File: src/hdl/mmu_pkg.sv
// Shared types and constants for the matrix multiply unit.
// No dependencies.
`timescale 1ns / 1ps

package mmu_pkg;

	localparam int MAX_DIM = 8;  // largest matrix side, bound by the 3-bit indexes
	localparam int VAL_W = 16;   // Q7.8 element
	localparam int PROD_W = 32;  // Q15.16 single product
	localparam int SUM_W = 35;   // Q18.16 dot-product sum
	localparam int IDX_W = 3;    // row / column field
	localparam int DIM_W = 4;    // size register

	typedef enum logic [1:0] {
		MODE_LOAD_A = 2'd0,
		MODE_LOAD_B = 2'd1,
		MODE_START  = 2'd2
	} mode_t;

	localparam logic [1:0] REG_A_ROWS = 2'd0;
	localparam logic [1:0] REG_A_COLS = 2'd1;
	localparam logic [1:0] REG_B_ROWS = 2'd2;
	localparam logic [1:0] REG_B_COLS = 2'd3;

	typedef enum logic [1:0] {
		ST_IDLE,
		ST_RUN,
		ST_DRAIN,
		ST_ERR
	} state_t;

	// travels with each product through the MAC
	typedef struct packed {
		logic             first;   // first term of a dot product
		logic             last_k;  // final term: sum is complete
		logic             last;    // final element of the run
		logic [IDX_W-1:0] row;
		logic [IDX_W-1:0] col;
	} tag_t;

endpackage

File: src/hdl/mmu_mac.sv
// Shared multiply-accumulate unit: one registered 16x16 multiply, one 35-bit add.
// Depends on mmu_pkg.
`timescale 1ns / 1ps

module mmu_mac
	import mmu_pkg::*;
(
	input  logic                    clk,
	input  logic                    arst_n,
	input  logic                    adv,
	input  logic                    valid_s1,
	input  tag_t                    tag_s1,
	input  logic signed [VAL_W-1:0] a_s1,
	input  logic signed [VAL_W-1:0] b_s1,
	output logic                    busy,
	output logic                    done,
	output tag_t                    done_tag,
	output logic signed [SUM_W-1:0] done_value
);

	logic                     valid_s2;
	tag_t                     tag_s2;
	logic signed [PROD_W-1:0] prod_s2;
	logic signed [SUM_W-1:0]  acc_q;
	logic signed [SUM_W-1:0]  acc_base;
	logic signed [SUM_W-1:0]  acc_next;

	always_ff @(posedge clk or negedge arst_n) begin
		if (!arst_n) begin
			valid_s2 <= 1'b0;
		end else if (adv) begin
			valid_s2 <= valid_s1;
		end
	end

	always_ff @(posedge clk) begin
		if (adv) begin
			prod_s2 <= a_s1 * b_s1;
			tag_s2 <= tag_s1;
			if (valid_s2) begin
				acc_q <= acc_next;
			end
		end
	end

	always_comb begin
		acc_base = tag_s2.first ? '0 : acc_q;
		acc_next = acc_base + SUM_W'(prod_s2);
	end

	assign busy = valid_s2;
	assign done = valid_s2 & tag_s2.last_k;
	assign done_tag = tag_s2;
	assign done_value = acc_next;

endmodule

File: src/hdl/matrix_multiply_unit.sv
// Top level of the matrix multiply unit: element stores, sequencer, APB registers.
// Depends on mmu_pkg and mmu_mac.
`timescale 1ns / 1ps

// Matrix multiply unit. Load requests (mode 0 for A, 1 for B) write one signed
// Q7.8 element into the A or B store at row*MAX_DIM+col; loads outside the
// current sizes and mode 3 are dropped. A start request (mode 2) computes
// C = A x B and returns every element of C in row-major order as a full
// Q18.16 sum, with last set on the final one. If a_cols differs from b_rows
// a single result with dims_error and last set is returned instead.
// Size registers are clamped at use: 0 acts as 1, above MAX_DIM acts as MAX_DIM.
// All products go through one shared multiplier: a start request occupies the
// block for a_rows*b_cols*a_cols store reads (one A and one B read per cycle
// while the pipe is not held), then drains the read/multiply/accumulate pipe,
// and in_ready stays low for that time. Whenever a result sits unclaimed in
// the output register the whole pipe holds. Registers: a_rows at 0x0,
// a_cols at 0x4, b_rows at 0x8, b_cols at 0xC; only write them while idle.

module matrix_multiply_unit
	import mmu_pkg::*;
(
	input  logic                    clk,
	input  logic                    arst_n,
	// request channel
	input  logic                    in_valid,
	output logic                    in_ready,
	input  logic [1:0]              mode,
	input  logic [IDX_W-1:0]        elem_row,
	input  logic [IDX_W-1:0]        elem_col,
	input  logic signed [VAL_W-1:0] elem_value,
	// result channel
	output logic                    out_valid,
	input  logic                    out_ready,
	output logic [IDX_W-1:0]        out_row,
	output logic [IDX_W-1:0]        out_col,
	output logic signed [SUM_W-1:0] out_value,
	output logic                    last,
	output logic                    dims_error,
	// APB register port
	input  logic                    psel,
	input  logic                    penable,
	input  logic                    pwrite,
	input  logic [3:0]              paddr,
	input  logic [31:0]             pwdata,
	output logic [31:0]             prdata,
	output logic                    pready
);

	localparam int DEPTH = MAX_DIM * MAX_DIM;
	localparam int AW = $clog2(DEPTH);
	localparam int IW = $clog2(MAX_DIM);

	// ---------------- configuration registers ----------------
	logic [DIM_W-1:0] a_rows_q, a_cols_q, b_rows_q, b_cols_q;
	logic             cfg_wr;

	assign pready = 1'b1;
	assign cfg_wr = psel & penable & pwrite & pready;

	always_ff @(posedge clk or negedge arst_n) begin
		if (!arst_n) begin
			a_rows_q <= DIM_W'(1);
			a_cols_q <= DIM_W'(1);
			b_rows_q <= DIM_W'(1);
			b_cols_q <= DIM_W'(1);
		end else if (cfg_wr) begin
			unique case (paddr[3:2])
				REG_A_ROWS: a_rows_q <= pwdata[DIM_W-1:0];
				REG_A_COLS: a_cols_q <= pwdata[DIM_W-1:0];
				REG_B_ROWS: b_rows_q <= pwdata[DIM_W-1:0];
				REG_B_COLS: b_cols_q <= pwdata[DIM_W-1:0];
				default: ;
			endcase
		end
	end

	always_comb begin
		unique case (paddr[3:2])
			REG_A_ROWS: prdata = 32'(a_rows_q);
			REG_A_COLS: prdata = 32'(a_cols_q);
			REG_B_ROWS: prdata = 32'(b_rows_q);
			REG_B_COLS: prdata = 32'(b_cols_q);
			default:    prdata = '0;
		endcase
	end

	// clamp a size register to 1..MAX_DIM
	function automatic logic [DIM_W-1:0] eff_dim(input logic [DIM_W-1:0] r);
		logic [DIM_W-1:0] d;
		if (r == '0) begin
			d = DIM_W'(1);
		end else if ({1'b0, r} > (DIM_W + 1)'(MAX_DIM)) begin
			d = DIM_W'(MAX_DIM);
		end else begin
			d = r;
		end
		return d;
	endfunction

	logic [DIM_W-1:0] ar, ac, br, bc;

	assign ar = eff_dim(a_rows_q);
	assign ac = eff_dim(a_cols_q);
	assign br = eff_dim(b_rows_q);
	assign bc = eff_dim(b_cols_q);

	// ---------------- request decode ----------------
	logic   in_acc;
	mode_t  req_mode;
	logic   in_a_range, in_b_range;
	logic   wr_a, wr_b, start;
	logic [AW-1:0] waddr;

	assign in_acc = in_valid & in_ready;
	assign req_mode = mode_t'(mode);
	assign in_a_range = ({1'b0, elem_row} < (IDX_W + 1)'(ar)) &&
			    ({1'b0, elem_col} < (IDX_W + 1)'(ac));
	assign in_b_range = ({1'b0, elem_row} < (IDX_W + 1)'(br)) &&
			    ({1'b0, elem_col} < (IDX_W + 1)'(bc));
	// indexes are below MAX_DIM once range checked, so truncation is safe
	assign waddr = AW'(elem_row) * AW'(MAX_DIM) + AW'(elem_col);

	always_comb begin
		wr_a = 1'b0;
		wr_b = 1'b0;
		start = 1'b0;
		unique case (req_mode)
			MODE_LOAD_A: wr_a = in_acc & in_a_range;
			MODE_LOAD_B: wr_b = in_acc & in_b_range;
			MODE_START:  start = in_acc;
			default: ;
		endcase
	end

	// ---------------- sequencer ----------------
	state_t         state_q, state_d;
	logic [IW-1:0]  i_q, j_q, k_q;
	logic           adv;
	logic           issue;
	logic           k_end, j_end, i_end;
	logic           mac_busy, mac_done;
	tag_t           mac_tag;
	logic signed [SUM_W-1:0] mac_value;
	logic           valid_s1;
	tag_t           tag_s1;

	// pipe moves whenever the output register is free or being emptied
	assign adv = ~out_valid | out_ready;

	assign k_end = (DIM_W'(k_q) == ac - DIM_W'(1));
	assign j_end = (DIM_W'(j_q) == bc - DIM_W'(1));
	assign i_end = (DIM_W'(i_q) == ar - DIM_W'(1));

	always_ff @(posedge clk or negedge arst_n) begin
		if (!arst_n) begin
			state_q <= ST_IDLE;
		end else begin
			state_q <= state_d;
		end
	end

	always_comb begin
		state_d = state_q;
		in_ready = 1'b0;
		issue = 1'b0;
		unique case (state_q)
			ST_IDLE: begin
				in_ready = 1'b1;
				if (start) begin
					state_d = (ac != br) ? ST_ERR : ST_RUN;
				end
			end
			ST_RUN: begin
				issue = adv;
				if (adv && k_end && j_end && i_end) begin
					state_d = ST_DRAIN;
				end
			end
			ST_DRAIN: begin
				if (!valid_s1 && !mac_busy) begin
					state_d = ST_IDLE;
				end
			end
			ST_ERR: begin
				if (adv) begin
					state_d = ST_IDLE;
				end
			end
			default: state_d = ST_IDLE;
		endcase
	end

	// i over rows of A, j over columns of B, k over the dot product
	always_ff @(posedge clk or negedge arst_n) begin
		if (!arst_n) begin
			i_q <= '0;
			j_q <= '0;
			k_q <= '0;
		end else if (start) begin
			i_q <= '0;
			j_q <= '0;
			k_q <= '0;
		end else if (issue) begin
			if (!k_end) begin
				k_q <= k_q + IW'(1);
			end else begin
				k_q <= '0;
				if (!j_end) begin
					j_q <= j_q + IW'(1);
				end else begin
					j_q <= '0;
					i_q <= i_q + IW'(1);
				end
			end
		end
	end

	// ---------------- element stores ----------------
	logic signed [VAL_W-1:0] a_mem [DEPTH];
	logic signed [VAL_W-1:0] b_mem [DEPTH];
	logic signed [VAL_W-1:0] a_rdata_s1, b_rdata_s1;
	logic [AW-1:0] a_raddr, b_raddr;

	assign a_raddr = AW'(i_q) * AW'(MAX_DIM) + AW'(k_q);
	assign b_raddr = AW'(k_q) * AW'(MAX_DIM) + AW'(j_q);

	always_ff @(posedge clk) begin
		if (wr_a) begin
			a_mem[waddr] <= elem_value;
		end
		if (issue) begin
			a_rdata_s1 <= a_mem[a_raddr];
		end
	end

	always_ff @(posedge clk) begin
		if (wr_b) begin
			b_mem[waddr] <= elem_value;
		end
		if (issue) begin
			b_rdata_s1 <= b_mem[b_raddr];
		end
	end

	always_ff @(posedge clk or negedge arst_n) begin
		if (!arst_n) begin
			valid_s1 <= 1'b0;
		end else if (adv) begin
			valid_s1 <= issue;
		end
	end

	always_ff @(posedge clk) begin
		if (issue) begin
			tag_s1.first <= (k_q == '0);
			tag_s1.last_k <= k_end;
			tag_s1.last <= k_end & j_end & i_end;
			tag_s1.row <= IDX_W'(i_q);
			tag_s1.col <= IDX_W'(j_q);
		end
	end

	mmu_mac u_mac (
		.clk        (clk),
		.arst_n     (arst_n),
		.adv        (adv),
		.valid_s1   (valid_s1),
		.tag_s1     (tag_s1),
		.a_s1       (a_rdata_s1),
		.b_s1       (b_rdata_s1),
		.busy       (mac_busy),
		.done       (mac_done),
		.done_tag   (mac_tag),
		.done_value (mac_value)
	);

	// ---------------- output register ----------------
	logic load_err;

	assign load_err = (state_q == ST_ERR) & adv;

	always_ff @(posedge clk or negedge arst_n) begin
		if (!arst_n) begin
			out_valid <= 1'b0;
		end else if (adv) begin
			out_valid <= (adv & mac_done) | load_err;
		end
	end

	// error and product loads never coincide
	always_ff @(posedge clk) begin
		if (load_err) begin
			out_row <= '0;
			out_col <= '0;
			out_value <= '0;
			last <= 1'b1;
			dims_error <= 1'b1;
		end else if (adv && mac_done) begin
			out_row <= mac_tag.row;
			out_col <= mac_tag.col;
			out_value <= mac_value;
			last <= mac_tag.last;
			dims_error <= 1'b0;
		end
	end

endmodule
File: config.mk
export PLATFORM = sky130hd
export DESIGN_NAME = matrix_multiply_unit
export DESIGN_NICKNAME = d
export VERILOG_FILES = /design/src/hdl/mmu_pkg.sv /design/src/hdl/mmu_mac.sv /design/src/hdl/matrix_multiply_unit.sv
export SDC_FILE = /design/constraint.sdc
export NUM_CORES = 2
export LEC_CHECK = 0
export BUFFER_PORTS_ARGS = -buffer_cell sky130_fd_sc_hd__buf_2
export CORE_MARGIN = 2
export CORE_UTILIZATION = 30
export CTS_BUF_LIST = sky130_fd_sc_hd__clkbuf_8 sky130_fd_sc_hd__clkbuf_16
export DETAILED_ROUTE_END_ITERATION = 10
export GPL_TIMING_DRIVEN = 0
export SETUP_SLACK_MARGIN = 0.1
export SYNTH_ARGS = -nofsm -noshare
export SYNTH_HDL_FRONTEND = slang
export SYNTH_HIERARCHICAL = 1
export SYNTH_SLANG_ARGS = --single-unit
File: constraint.sdc
create_clock -name clk -period 7.2 [get_ports clk]
set_input_delay 1.08 -clock clk [delete_from_list [all_inputs] [get_ports clk]]
set_output_delay 1.08 -clock clk [all_outputs]
set_load 0.1 [all_outputs]
==> results.md <==
- Status: finished with violations
- Violated checks: capacitance limit, slew limit
- Post-synth EDFFs: between 2000 and 2500
- Crit-path max FO: 10
- Peak Freq: approximately 150 MHz
- Unrepaired setup endpoints after global routing: false
- Worst setup path class: register to register
- PortBufs: between 80 and 90
- Synth Flop Type: edfxtp_1
- Drt first pass iters: 6
- Mapped Area: 97900 µm²
- Core Area: ~320000 µm²
- First-pass GRT wire length: between 300000 and 400000 µm
- Critical Path Start: a_rdata_s1[15]
- CTS tree: done
- Slew HR: -9.47%
- Clock Latency Late Sink: ~0.95 ns
- Die Y: between 500 and 600 µm
- Root Driver: clkbuf_16
- Fill cells: just over 30000
- Non-Filler Instances: 10332
- Remaining DRCs: 0
- Total track usage: approximately 15%
- Slew @ Worst Pin: about 1.6 ns
- Worst setup EP type: register
- DR iter-0 viols: 5997
- Pin count of the biggest net entering global routing: between 100 and 150
- Antenna violations before repair: 28
- HPWL Detailed: around 190000 µm
- Clock skew: about 0.14 ns
- DR vias: between 50000 and 60000
- Starting Density: 30.2%
- Final GP Congestion: between 0.8 and 0.9
- DRT antenna net count: 0
- Total CTS buffers: 218
- Total Wirelength: about 260000 µm
- Post-synthesis sequential area ratio: 68.1%
- Nets: 6291
- Vias in the first global route: roughly 52000
- Mapped Avg Cell Area: 18.4 µm²
- Asr flop ratio synth: 1.34%
- Clock sinks: roughly 2200
- Reg2reg start: a_rdata_s1[15]
- Share of cells above drive strength 1: between 20 and 25%
- Total die area: around 330000 µm²
- Hold Path Class: primary input to asynchronous set/reset pin
- CTS max path bufs: 4
- Layout area overhead: 16.3%
- Hold_buf cts: 0
- Crit share post-route: between 90% and 100%
- Rows: roughly 210
- Reg area: roughly 67000 µm²
- Gr ovfl total: 0
- Worst EP required: 7.75 ns
- Die span in x: 575 µm
- Post-route minimum period: between 6 and 7 ns
- CP Launch Type: register
- Final hold viol count: 0
- WL/cell: 25.0 µm
- Footprint of the multi-input gates: ~29000 µm²
- Final setup viols: 0
- Syn Inst Count: between 5000 and 6000
- Slew Viols, Final: 27
- #FFs+latches synth: about 2200
- Placed cells: between 9000 and 10000
- Setup Total Neg Slack: 0 ns
- H-tree levels: 4
- Max-cap violations: 3
- Distinct cells, synth: 84
- Worst EP arrival: around 7.4 ns
- I/O pins: 145
- Vias/cell: 5.02
- Synthesis Warnings: 6
- Worst-path clk slew: 0.06 ns
[cell families (layout without fill, tap and decap cells)]
family / Yosys count / after routing / synth area share, %
compound gates: 432 / 432 / 3.01
xor+xnor: 77 / 77 / 0.689
fa+ha+maj: 394 / 394 / 7.05
buf+inv: 605 / 1264 / 2.77
flops: 2238 / 2238 / 68.1
mux: 638 / 638 / 14.0
other cells: 2 / 42 / 0.00767
simple gates: 922 / 922 / 4.46
[metal layers]
metal / share of wire, % / GRT usage, % / up-vias
li1: - / - / 21667
met1: 43 / 21.9 / 27574
met2: 46 / 24.2 / 2259
met3: 8.0 / 2.97 / 386
met4: 2.7 / 4.00 / 14
met5: 0.044 / 0 / -
[flip-flops by register name (all words and copies together), names as in the netlist, 4 cells and up]
register / cells
u_mac/prod_s2: 32
b_rows_q: 4
a_mem: 1024
b_rdata_s1: 16
tag_s1: 9
u_mac/done_tag: 9
a_rdata_s1: 16
u_mac/acc_q: 35
b_mem: 1024
b_cols_q: 4
a_cols_q: 4
a_rows_q: 4
out_value: 35
[critical path, stage by stage (launching register included)]
cell and delay, ns:
edfxtp_1 0.50, clkbuf_2 0.28, nand2_1 0.17, inv_1 0.10
fa_2 0.70, fa_1 0.53, fa_1 0.47, fa_1 0.53
fa_1 0.55, inv_1 0.05, fa_1 0.48, inv_1 0.04
ha_1 0.34, a21o_1 0.19, a21oi_1 0.25, o21ai_0 0.14
a31o_2 0.26, a21oi_1 0.24, o311ai_1 0.19, a2111o_1 0.40
o211a_1 0.16
[through the flow]
stage / instance area, µm² / hold slack, ns / setup WS (ns) / utilization (%)
after floorplan: 98000 / 0.400 / 1.08 / -
final: 114000 / 0.332 / 0.326 / 35.1
after global placement: 104000 / 0.409 / -0.546 / 32.0
after detailed placement: 107000 / 0.405 / 0.113 / 33.0
after global routing: 114000 / 0.345 / 0.109 / 35.1
after CTS: 114000 / 0.308 / 0.115 / 35.1
[synth_stat cells, types with 19 or more instances]
cell      instances  area share (%)
ha_1            131             1.7
mux4_2          574              13
o22ai_1          28            0.18
a221oi_1         23            0.21
xnor2_1          53            0.47
clkbuf_1        140            0.54
buf_2            55            0.28
a22o_1           22            0.20
nand2b_1         28            0.18
nand2_1         391             1.5
nor2_1          138            0.53
fa_1            263             5.4
buf_4            74            0.57
nor2b_1          65            0.42
edfxtp_1       2165              66
nor3_1           80            0.41
inv_1           306             1.2
dfrtp_1          26            0.66
a21oi_1         125            0.64
mux2i_1          31            0.32
dfxtp_1          43            0.88
a211oi_1         27            0.21
xor2_1           24            0.21
a31oi_1          21            0.13
a21o_1           36            0.28
nand3_1          19           0.097
and2_1          134            0.86
mux2_2           29            0.33
o21ai_0          47            0.24
[cell type report]
cell class	count	share of cell area, %
Clock buffer	226	4.94
Inverter	308	1.01
Timing Repair Buffer	275	2.72
Tap cell	4325	4.75
Multi-Input combinational cell	2492	25.7
Buffer	297	1.39
Clock inverter	158	0.983
Sequential cell	2238	58.5
Antenna cell	13	0.0286
[cells in the final DEF (no fill, tap or decap), drive strengths merged, types with 10 or more instances in the layout]
cell type  instances
a21o              38
xnor2             53
a21oi            126
mux2i             31
nor2b             65
fa               263
a221oi            24
and3              15
diode             13
clkbuf           367
dfrtp             26
nand3             19
mux2              29
mux4             578
bufinv            14
clkinv            88
dfxtp             43
buf              431
o221ai            12
xor2              24
edfxtp          2165
a211o             13
nand2            391
nand2b            28
nor2             138
nor4              13
and2             135
o21bai            10
a211oi            30
o21ai             48
inv              357
ha               131
nor3              80
a31oi             21
conb              29
o22ai             28
a22o              22
[timing repair]
| action | CTS | global route |
|---|---|---|
| setup buffers | 0 | 9 |
| gates resized for setup | 1 | 43 |
| gates cloned | 0 | 0 |
| pin swaps | 0 | 1 |
| setup endpoints to repair | 1 | 7 |
[final timing paths]
check | cells after the start | to | slack, ns
max in group asynchronous | 1 | b_cols_q[1] | 6.35
max reg2reg | 20 | u_mac/prod_s2[31] | 0.33
min in group clk | 0 | u_mac/done_tag[8] | 0.42
min | 1 | out_valid | 0.33
min reg2reg | 0 | u_mac/done_tag[8] | 0.42
max | 20 | u_mac/prod_s2[31] | 0.33
Power is not shown: default switching activity piles up to over one toggle a cycle in this logic, so the estimate is an artifact.
